$ cat src/rtl/lsv_pkg.sv
// ----------------------------------------------------------------------------
// lsv_pkg
// shared widths, defaults and controller/datapath handshake types for the
// luby sequence value core
// ----------------------------------------------------------------------------
package lsv_pkg;

    localparam int INDEX_W        = 32;   // width of the index field
    localparam int TERM_W         = 32;   // width of the term field
    localparam int INDEX_BITS_DEF = 32;   // default working width of the index

    // controller to datapath
    typedef struct packed {
        logic load;       // take a new index
        logic step;       // one reduction round
        logic load_out;   // capture the finished term into the output register
    } lsv_cmd_t;

    // datapath to controller
    typedef struct packed {
        logic hit;        // term is known (power of two reached or zero index)
    } lsv_sts_t;

endpackage

$ cat src/rtl/lsv_ctrl.sv
// ----------------------------------------------------------------------------
// lsv_ctrl
// sequencing controller: accepts an index, runs reduction rounds until the
// datapath reports a hit, then hands the term to the output register
// ----------------------------------------------------------------------------
module lsv_ctrl
    import lsv_pkg::*;
(
    input  logic     clk,
    input  logic     rst_n,
    input  logic     s_tvalid,
    output logic     s_tready,
    output logic     m_tvalid,
    input  logic     m_tready,
    input  lsv_sts_t sts,
    output lsv_cmd_t cmd
);

    localparam logic ST_IDLE = 1'b0;
    localparam logic ST_RUN  = 1'b1;

    logic state_reg;
    logic state_next;
    logic out_valid_reg;
    logic out_valid_next;
    logic out_free;

    assign out_free = !out_valid_reg || m_tready;
    assign s_tready = (state_reg == ST_IDLE);
    assign m_tvalid = out_valid_reg;

    always_comb
    begin
        state_next   = state_reg;
        cmd.load     = 1'b0;
        cmd.step     = 1'b0;
        cmd.load_out = 1'b0;
        unique case (state_reg)
            ST_IDLE:
            begin
                if (s_tvalid)
                begin
                    cmd.load   = 1'b1;
                    state_next = ST_RUN;
                end
            end
            ST_RUN:
            begin
                if (sts.hit)
                begin
                    // wait here while a previous result is still unread
                    if (out_free)
                    begin
                        cmd.load_out = 1'b1;
                        state_next   = ST_IDLE;
                    end
                end
                else
                begin
                    cmd.step = 1'b1;
                end
            end
            default:
            begin
                state_next = ST_IDLE;
            end
        endcase
    end

    always_comb
    begin
        out_valid_next = out_valid_reg;
        if (m_tready)
        begin
            out_valid_next = 1'b0;
        end
        if (cmd.load_out)
        begin
            out_valid_next = 1'b1;
        end
    end

    always_ff @(posedge clk or negedge rst_n)
    begin
        if (!rst_n)
        begin
            state_reg     <= ST_IDLE;
            out_valid_reg <= 1'b0;
        end
        else
        begin
            state_reg     <= state_next;
            out_valid_reg <= out_valid_next;
        end
    end

endmodule

$ cat src/rtl/lsv_dp.sv
// ----------------------------------------------------------------------------
// lsv_dp
// reduction datapath: holds target = index+1 and a one-hot probe that walks
// down from the top bit, plus the output register
// ----------------------------------------------------------------------------
module lsv_dp
    import lsv_pkg::*;
#(
    parameter int INDEX_BITS = INDEX_BITS_DEF
)
(
    input  logic               clk,
    input  logic [INDEX_W-1:0] index,
    input  lsv_cmd_t           cmd,
    output lsv_sts_t           sts,
    output logic [TERM_W-1:0]  term,
    output logic               invalid
);

    logic [INDEX_BITS-1:0] idx;
    logic [INDEX_BITS:0]   x_reg;
    logic [INDEX_BITS:0]   x_next;
    logic [INDEX_BITS:0]   top_reg;
    logic [INDEX_BITS:0]   top_next;
    logic                  zero_reg;
    logic                  zero_next;
    logic [TERM_W-1:0]     term_reg;
    logic [TERM_W-1:0]     term_next;
    logic                  invalid_reg;
    logic                  invalid_next;
    logic [INDEX_BITS-1:0] half;
    logic [TERM_W-1:0]     half_ext;
    logic [INDEX_BITS:0]   fold;

    // fit the index field to the working width
    generate
        if (INDEX_BITS > INDEX_W)
        begin : g_idx_wide
            assign idx = {{(INDEX_BITS - INDEX_W){1'b0}}, index};
        end
        else if (INDEX_BITS == INDEX_W)
        begin : g_idx_same
            assign idx = index;
        end
        else
        begin : g_idx_narrow
            assign idx = index[INDEX_BITS-1:0];
        end
    endgenerate

    // term is half the probe once the probe equals the target
    assign half = top_reg[INDEX_BITS:1];

    generate
        if (INDEX_BITS > TERM_W)
        begin : g_term_wide
            assign half_ext = half[TERM_W-1:0];
        end
        else if (INDEX_BITS == TERM_W)
        begin : g_term_same
            assign half_ext = half;
        end
        else
        begin : g_term_narrow
            assign half_ext = {{(TERM_W - INDEX_BITS){1'b0}}, half};
        end
    endgenerate

    // target with its leading bit dropped, plus one
    assign fold = (x_reg ^ top_reg) + {{INDEX_BITS{1'b0}}, 1'b1};

    assign sts.hit = zero_reg || (x_reg == top_reg);

    always_comb
    begin
        x_next       = x_reg;
        top_next     = top_reg;
        zero_next    = zero_reg;
        term_next    = term_reg;
        invalid_next = invalid_reg;
        if (cmd.load)
        begin
            x_next    = {1'b0, idx} + {{INDEX_BITS{1'b0}}, 1'b1};
            top_next  = {1'b1, {INDEX_BITS{1'b0}}};
            zero_next = (idx == '0);
        end
        if (cmd.step)
        begin
            top_next = top_reg >> 1;
            // probe on the leading bit: drop it and add one
            if ((x_reg & top_reg) != '0)
            begin
                x_next = fold;
                // folded onto the probe itself: hit there next cycle
                if (fold == top_reg)
                    top_next = top_reg;
            end
        end
        if (cmd.load_out)
        begin
            term_next    = zero_reg ? '0 : half_ext;
            invalid_next = zero_reg;
        end
    end

    always_ff @(posedge clk)
    begin
        x_reg       <= x_next;
        top_reg     <= top_next;
        zero_reg    <= zero_next;
        term_reg    <= term_next;
        invalid_reg <= invalid_next;
    end

    assign term    = term_reg;
    assign invalid = invalid_reg;

endmodule

$ cat src/rtl/luby_sequence_value_core.sv
// ----------------------------------------------------------------------------
// luby_sequence_value_core
// luby restart sequence term for a 1-based index (1,1,2,1,1,2,4,...)
// ----------------------------------------------------------------------------
// sequence: a zero index is handed off with no reduction round; otherwise one
//   reduction round per bit the probe walks down from the top of index+1,
//   then the output is loaded once any previous result is taken or being taken
// throughput: one item at a time; s_tready returns the cycle after the term
//   is loaded into the output register, which holds it until taken
// reset: rst_n asynchronous active low clears the controller and output valid
// ----------------------------------------------------------------------------
module luby_sequence_value_core
    import lsv_pkg::*;
#(
    parameter int INDEX_BITS = INDEX_BITS_DEF
)
(
    input  logic        clk,
    input  logic        rst_n,
    // input stream
    input  logic        s_tvalid,
    output logic        s_tready,
    input  logic [31:0] s_tdata,   // [31:0] index
    // result stream
    output logic        m_tvalid,
    input  logic        m_tready,
    output logic [31:0] m_tdata,   // [31:0] term
    output logic        m_tuser    // [0] invalid (index was zero)
);

    lsv_cmd_t cmd;
    lsv_sts_t sts;

    // sequencing: idle -> run rounds -> hand off term
    lsv_ctrl u_ctrl
    (
        .clk      (clk),
        .rst_n    (rst_n),
        .s_tvalid (s_tvalid),
        .s_tready (s_tready),
        .m_tvalid (m_tvalid),
        .m_tready (m_tready),
        .sts      (sts),
        .cmd      (cmd)
    );

    // target register, walking probe and output register
    lsv_dp #(
        .INDEX_BITS (INDEX_BITS)
    ) u_dp
    (
        .clk     (clk),
        .index   (s_tdata),
        .cmd     (cmd),
        .sts     (sts),
        .term    (m_tdata),
        .invalid (m_tuser)
    );

    // a term is handed off only once it is known
    assert property (@(posedge clk) disable iff (!rst_n)
        cmd.load_out |-> sts.hit)
        else $error("output loaded before the term was found");

    // a round and a hand-off never happen together
    assert property (@(posedge clk) disable iff (!rst_n)
        !(cmd.step && cmd.load_out))
        else $error("reduction round and output load in the same cycle");

    // a delivered term is a power of two, or zero for an invalid index
    assert property (@(posedge clk) disable iff (!rst_n)
        m_tvalid |-> ($onehot(m_tdata) && !m_tuser) || (m_tdata == '0 && m_tuser))
        else $error("term is not a power of two or invalid flag mismatch");

    // the input is ready again in the cycle after an output load
    assert property (@(posedge clk) disable iff (!rst_n)
        cmd.load_out |=> s_tready)
        else $error("input not ready after output load");

endmodule
$ cat config.mk
export PLATFORM = sky130hd
export DESIGN_NAME = luby_sequence_value_core
export DESIGN_NICKNAME = d
export VERILOG_FILES = /design/src/rtl/lsv_pkg.sv /design/src/rtl/lsv_ctrl.sv /design/src/rtl/lsv_dp.sv /design/src/rtl/luby_sequence_value_core.sv
export SDC_FILE = /design/constraint.sdc
export NUM_CORES = 1
export LEC_CHECK = 0
export BUFFER_PORTS_ARGS = -buffer_cell sky130_fd_sc_hd__buf_4
export CORE_AREA = 2 2 112 114
export CTS_CLUSTER_SIZE = 28
export DETAILED_ROUTE_END_ITERATION = 8
export DIE_AREA = 0 0 114 116
export PLACE_DENSITY = 0.88
export SLEW_MARGIN = 40
export SYNTH_ARGS = -nofsm -noshare
export SYNTH_HDL_FRONTEND = slang
export SYNTH_SLANG_ARGS = --single-unit
export TNS_END_PERCENT = 50
$ cat constraint.sdc
create_clock -name clk -period 5.65 [get_ports clk]
set_input_delay 0.8475 -clock clk [delete_from_list [all_inputs] [get_ports clk]]
set_output_delay 0.8475 -clock clk [all_outputs]
set_load 0.02 [all_outputs]
; ---- Word-level counts from Yosys, hierarchy flattened
; Index checks and enable logic that the tools add are counted.
[word_totals]
wordCells = 41
out_inout_bits = 35
reg_bits = 102
inputBits = 36
[classes]
reduce_logical = 8
bitwise = 3
addsub = 2
eq_ne = 3
n_mux = 18
[ops]
columns = op, n
row1 = two-way mux 33 bit, 7
row2 = equality test 33 bit, 2
row3 = "adder 32 x 1 -> 33 bit, second input constant", 1
row4 = "adder 33 x 1 -> 33 bit, second input constant", 1
row5 = AND 33 bit, 1
row6 = nonzero test 33 bit, 1
row7 = XOR 33 bit, 1
row8 = logical NOT 32 bit, 1
row9 = two-way mux 1 bit, 9
row10 = nonzero test 2 bit, 2
row11 = "inequality test 3 bit, second input constant", 1
row12 = logical OR 1 bit, 2
row13 = two-way mux 2 bit, 1
row14 = one-hot mux 1 bit (2 select lines), 1
row15 = AND reduction 2 bit, 1
row16 = logical NOT 1 bit, 1
row17 = NOT 1 bit, 1

; ---- Longest topological paths before layout
; Gate-level depths: netlist of the first run.
[depth]
depth_word = 7
ltp_mapped = 13

; ---- By module
; From an unflattened synthesis of the first run, not the netlist that was laid out.
[hier_totals]
hier_cells = 678
hier_area_um2 = 6651.4
[by_module_without_submodules]
columns = module, seq_area_each_um2, area_per_inst_um2, n_inst, cells_each
row1 = lsv_dp, 2672.6, 6540.0, 1, 666
row2 = lsv_ctrl, 50.0, 111.4, 1, 12

; ---- Least setup slack after synthesis of the first run
; No wires, ideal clock.
[synth_timing]
path_kind = reg-to-reg
startpoint = reg u_dp.top_reg[6]
endpoint = reg u_dp.top_reg[0], enable pin
arrival_time_ns = 3.592
stages_incl_launch_ff = 12
n_path_buf = 2
path_slack_ns = 1.655
period_less_slack_ns = 3.995
cell_sequence = edfxtp_1 -> ha_1 -> buf_2 -> nand4_4 -> or4_1 -> or3_1 -> buf_6 -> nor3_2 -> o2bb2ai_1 -> a211oi_1 -> and4_1 -> a41oi_2
[synth_between]
elab_chain_len = 6
word_cells_on_any_way = 12
cone_classes = 1 x add/sub / 3 x eq/ne / 2 x mux / 2 x bitwise / 4 x reduce/logical
[synth_rtl]
columns = item, line_no
row1 = "start, declared", lsv_dp.sv:23  ; logic [INDEX_BITS:0] top_reg;
row2 = "start signal, assigned", lsv_dp.sv:109  ; top_reg <= top_next;
row3 = branches (longest 5 deep; another with adder 33 x 1 -> 33 bit), n/a
row4 = AND reduction 2 bit (no source line) (*), n/a
; Mark *: on every way between the ends.
; A chain may end at the register's enable or synchronous reset.

; ---- Final worst setup path of the first run
[layout_timing]
startpoint = reg u_dp.top_reg[5]
endpoint = reg u_dp.top_reg[11], enable pin
; Same word-level chain as after synthesis.

==> results of run 1 <==
## logic make-up after synthesis
family | Yosys count
AOI/OAI and AO/OA | 125
xor gates and xnor gates | 85
adders and majority gates | 38
buffers and inverters | 59
DFF | 102
muxes | 4
and+or+nand+nor | 291
## layout make-up
type	count	area (µm²)	area share, %
inverters	15	56.3	0.736
repair buffers	78	604	7.90
multi-input cells	543	3770	49.3
flip-flops and latches	102	2720	35.6
clock buffers	10	239	3.12
clock inverters	6	75.1	0.981
well taps	147	184	2.40
## worst max-delay path: stages, from the launching register on
cell	delay [ns]
edfxtp_1	0.50
ha_1	0.52
nand4_4	0.23
nor4_1	0.68
and2_0	0.38
xnor2_1	0.15
o21ai_0	0.08
or3_1	0.37
nor4_1	0.35
a41oi_2	0.16
buf_4	0.29
## synthesized netlist by cell type (2+ instances only)
library cell	number	area share, %
edfxtp_1	67	30
xor2_1	46	6.0
a21oi_1	45	3.4
nand2_1	45	2.5
nor2_1	41	2.3
ha_1	37	6.9
xnor2_1	37	4.8
nor2b_1	35	3.3
and2_1	33	3.1
dfxtp_1	33	9.8
o21ai_0	30	2.2
nor4_1	26	2.4
clkbuf_1	25	1.4
nand3_1	23	1.7
nand4_1	23	2.1
a211oi_1	22	2.5
inv_1	15	0.84
and3_1	12	1.1
or3_1	11	1.0
buf_2	10	0.75
nand3b_1	7	0.78
nor3_1	7	0.52
o211ai_1	7	0.78
and4_1	6	0.78
nor3b_1	5	0.56
buf_1	4	0.22
a311oi_1	3	0.39
buf_4	3	0.34
mux2i_1	3	0.45
nor4b_1	3	0.39
or4_1	3	0.34
a32o_1	2	0.30
dfrtp_1	2	0.75
nand4_4	2	0.63
nor3_2	2	0.30
o22ai_1	2	0.19
o2bb2ai_1	2	0.26
## per-layer routing
metal,wire (µm),part of all wire [%]
met3,1220,6.6
met4,435,2.3
met1,8940,48
met5,0,0
met2,7950,43
## path summary, 6_finish.rpt
kind	startpoint	end	slack [ns]
worst max-delay path	u_dp.top_reg[5]	u_dp.top_reg[11]	1.63
worst min-delay path	rst_n	u_ctrl.state_reg	0.27
worst max register to register	u_dp.top_reg[5]	u_dp.top_reg[11]	1.63
worst min register to register	u_dp.x_reg[23]	u_dp.x_reg[23]	0.54
max in group asynchronous	rst_n	u_ctrl.m_tvalid	5.28
min in group clk	u_dp.x_reg[23]	u_dp.x_reg[23]	0.54
## per-stage QoR
stage | cells | instance area, µm² | utilization (%) | worst slack [ns] | hold slack, ns
2_1_floorplan | 704 | 6710 | - | 1.66 | 0.478
3_3_place_gp | 882 | 7290 | 61.2 | 1.63 | 0.498
3_5_place_dp | 885 | 7330 | 61.5 | 1.63 | 0.514
4_1_cts | 901 | 7640 | 64.2 | 1.63 | 0.270
5_1_grt | 901 | 7650 | 64.2 | 1.32 | 0.270
6_report | 901 | 7650 | 64.2 | 1.63 | 0.271
## power by group through the flow
stage	logic, mW	registers, mW	clock network [mW]
floorplan	1.22	1.18	0
global placement	1.71	1.22	0
detailed placement	1.70	1.23	0
CTS	1.71	1.22	0.668
global route	1.89	1.24	0.699
finish	1.74	1.23	0.668
==> flow_summary.toml, run 1 <==
[detailed_routing]
post_drt_wl_per_cell_um = 20.6
vias_per_cell = 6.12
drtPass1Iterations = 5
vias = 5510
drt-total-wl_mm = 18.5
drc = 0
antenna_left = 0
drtIter0Drc = 507

[floorplanning]
die_y_um = 116
core-area_um2 = 11900
start_util_pct = 56.3
die_area_um2 = 13200
ioPinCount = 71
fp.dieW_um = 114
row_count = 40

[timing]
fin_crit_ns = 4.02
skew_ns = 0.0149
final.setup.tns_ns = 0
grt_setup_unrepaired = "false"
finalSetupViolCount = 0
timing.fmax_mhz = 249
period_share_pct = 71.1
hold_viol = 0
worst_pin_slew_ns = 0.775
slew_violations = 0
slew_headroom_pct = 47.9

[synth]
ys_types = 62
ys_async_sr_fraction_pct = 1.96
syn_area_um2 = 6710
yosys.area_share.simple_pct = 24.8
synth_warnings = 0
ys_seq_area_share_pct = 40.6
synthXorXnorAreaFrac_pct = 11.5
avgSynthCellArea_um2 = 9.53
synth_cells = 704
synth_top_flop_cell = "edfxtp_1"
synth-edff-count = 67
synth.ff_latch_count = 102
synth_compound_area_share_pct = 11.7
synth_nets = 777
synth_top_family_by_area = "simple AND/OR/NAND/NOR gates"
synthMuxAreaShare_pct = 0.615
synth_fa_ha_area_share_pct = 7.05

[grt]
grt_pass1_vias = 5114
grt_max_degree = 55
grt_overflow = 0
use_met2_pct = 43.5
grt_util_all_layers_pct = 29.2
grt_antenna_before_repair = 0
met3_usage_pct = 4.29
grt_util_met1_pct = 43.3
grt_first_pass_wirelength_mm = 28.8
gr-max-usage-layer = "met2"

[cells_and_area]
fill_cells = 993
fin_nets = 822
synthToLayoutAreaGrowth_pct = 14.0
layout_commonest_cell = "buf_4"
mostFrequentLayoutCells = "75 x buf_4, 67 x edfxtp_1, 46 x xor2_1"
drive_gt1_share_pct = 14.3
diodes = 0

[critical_path]
critical_path_arrival_ns = 4.08
worstSetupEndpointType = "register"
critPathRequiredTime_ns = 5.71
crit_fanout = 33
path_class = "register to register"
reg2regPathDepth = 10
start_kind = "register"

[clock_tree]
clk_pin_slew_worst_paths_ns = 0.07
clk_latency_ns = 0.36
cts_root_buf = "clkbuf_16"
h-tree-depth = 3
postCtsSetupRepairBufs = 0
cts_buffers = 9
postCtsHoldBufs = 0
cts_tree = "yes"
clock_sinks = 102
clockBufferDepth = 2
ctsResizeCount = 0

[run]
maxCapViolations = 0

[pwr]
p_int_mw = 2.09
combPwrFrac_pct = 47.9
p_sw_share_pct = 42.6
power_mw = 3.63
peakVddDrop_v = 0.000235
p_clk_share_pct = 18.4
power_switching_mw = 1.55
p_per_area_nw_per_um2 = 475
p_seq_share_pct = 33.8
p_leak_nw = 2.81

[placement]
dpl.hpwl_mm = 14.5
place_congestion = 0.927
io_buffers = 70

[status]
status = "finished clean"

[worst_hold_path]
min_path_type = "primary input to asynchronous set/reset pin"
Power figures use the tool's default switching activity.
==> inputs of run 2 (changes only) <==
Clock period 5.65 ns to 4 ns, I/O delays scaled along.
==> flow_summary.toml, run 2 (synthesized netlist as in run 1, its figures left out) <==
[status]
status = "finished clean"

[run]
maxCapViolations = 0

[cells_and_area]
synthToLayoutAreaGrowth_pct = 14.9
fin_nets = 833
mostFrequentLayoutCells = "88 x buf_4, 67 x edfxtp_1, 46 x xor2_1"
design_area_um2 = 7710
diodes = 0
drive_gt1_share_pct = 16.3
fin_cells = 912
layout_commonest_cell = "buf_4"

[pwr]
peakVddDrop_v = 0.000255
p_per_area_nw_per_um2 = 656
power_mw = 5.05
p_leak_nw = 2.83

[critical_path]
worstSetupEndpointType = "register"
critical_path_arrival_ns = 3.77
crit_fanout = 33
critPathRequiredTime_ns = 4.10
reg2regPathDepth = 11
path_class = "register to register"
start_kind = "register"

[detailed_routing]
vias_per_cell = 6.19
m1WireLength_mm = 8.14
met2_length_mm = 7.64
top_layer_used = "met4"
drc = 0
drt-total-wl_mm = 17.6
drtIter0Drc = 515
antenna_left = 0
vias = 5646
wl_met3_mm = 1.43
drtPass1Iterations = 7
post_drt_wl_per_cell_um = 19.3

[clock_tree]
clk_pin_slew_worst_paths_ns = 0.07
clk_latency_ns = 0.35
postCtsSetupRepairBufs = 0
clock_sinks = 102
ctsResizeCount = 0
postCtsHoldBufs = 0
cts_root_buf = "clkbuf_16"
cts_buffers = 9
cts_tree = "yes"
clockBufferDepth = 2
h-tree-depth = 3

[worst_hold_path]
min_path_type = "primary input to asynchronous set/reset pin"

[timing]
worst_pin_slew_ns = 0.794
final.setup.tns_ns = 0
timing.fmax_mhz = 272
hold_viol = 0
skew_ns = 0.00683
finalSetupViolCount = 0
fin_crit_ns = 3.67
period_share_pct = 91.8
grt_setup_unrepaired = "false"
slew_violations = 0
slew_headroom_pct = 46.6
setup_ws_ns = 0.329

[grt]
grt_first_pass_wirelength_mm = 27.6
grt_max_degree = 57
grt_overflow = 0
grt_antenna_before_repair = 0
grt_util_all_layers_pct = 27.3
grt_pass1_vias = 5078

[floorplanning]
ioPinCount = 71
row_count = 40
start_util_pct = 56.3
die_y_um = 116
core-area_um2 = 11900
fp.dieW_um = 114
die_area_um2 = 13200

[placement]
dpl.hpwl_mm = 13.9
dp.cells = 896
pre_cts_ws_ns = 0.209
place_congestion = 1.06
place_area_um2 = 7410
io_buffers = 70
-- run 2: critical path, cell delays in order (launching register included) --
cell      delay, ns
edfxtp_1       0.50
ha_2           0.48
nand4_4        0.19
nor4_1         0.33
buf_4          0.18
and2_0         0.31
xnor2_1        0.16
o21ai_0        0.10
or3_1          0.39
nor4_2         0.35
a41oi_2        0.20
buf_12         0.21
-- run 2: routing by layer --
metal	vias up	track usage [%]
met5	-	0
met1	2640	40.4
li1	2712	-
met2	263	41.3
met4	0	8.94
met3	31	4.18
-- run 2: final timing paths --
| check | start | endpoint | slack [ns] |
|---|---|---|---|
| max in group asynchronous | rst_n | u_ctrl.m_tvalid | 3.89 |
| min in group clk | m_tready | u_ctrl.m_tvalid | 0.47 |
| worst min register to register | u_dp.x_reg[0] | u_dp.x_reg[0] | 0.54 |
| worst max register to register | u_dp.top_reg[5] | u_dp.top_reg[8] | 0.33 |
| worst max-delay path | u_dp.top_reg[5] | u_dp.top_reg[8] | 0.33 |
| worst min-delay path | rst_n | u_ctrl.state_reg | 0.02 |
-- run 2: cell type report --
type / instances / area, µm²
clock buffer: 9 / 225
clock inverter: 7 / 56.3
fill: 980 / 4200
inverter: 15 / 56.3
multi-input combinational: 543 / 3790
sequential: 102 / 2720
tap: 147 / 184
timing repair buffer: 89 / 681
-- run 2: stage by stage --
| stage | utilization (%) | hold WS, ns |
|---|---|---|
| after global placement | 62.2 | 0.382 |
| after global routing | 64.7 | 0.0233 |
| after detailed placement | 62.2 | 0.385 |
| final | 64.7 | 0.0241 |
| after floorplan | - | 0.304 |
| after CTS | 64.5 | 0.0192 |
-- run 2: power by group --
group / leakage (nW) / switching, mW / internal (mW)
registers: 0.962 / 0.269 / 1.45
logic: 1.74 / 1.48 / 1.02
clock network: 0.137 / 0.408 / 0.430
total: 2.83 / 2.16 / 2.90
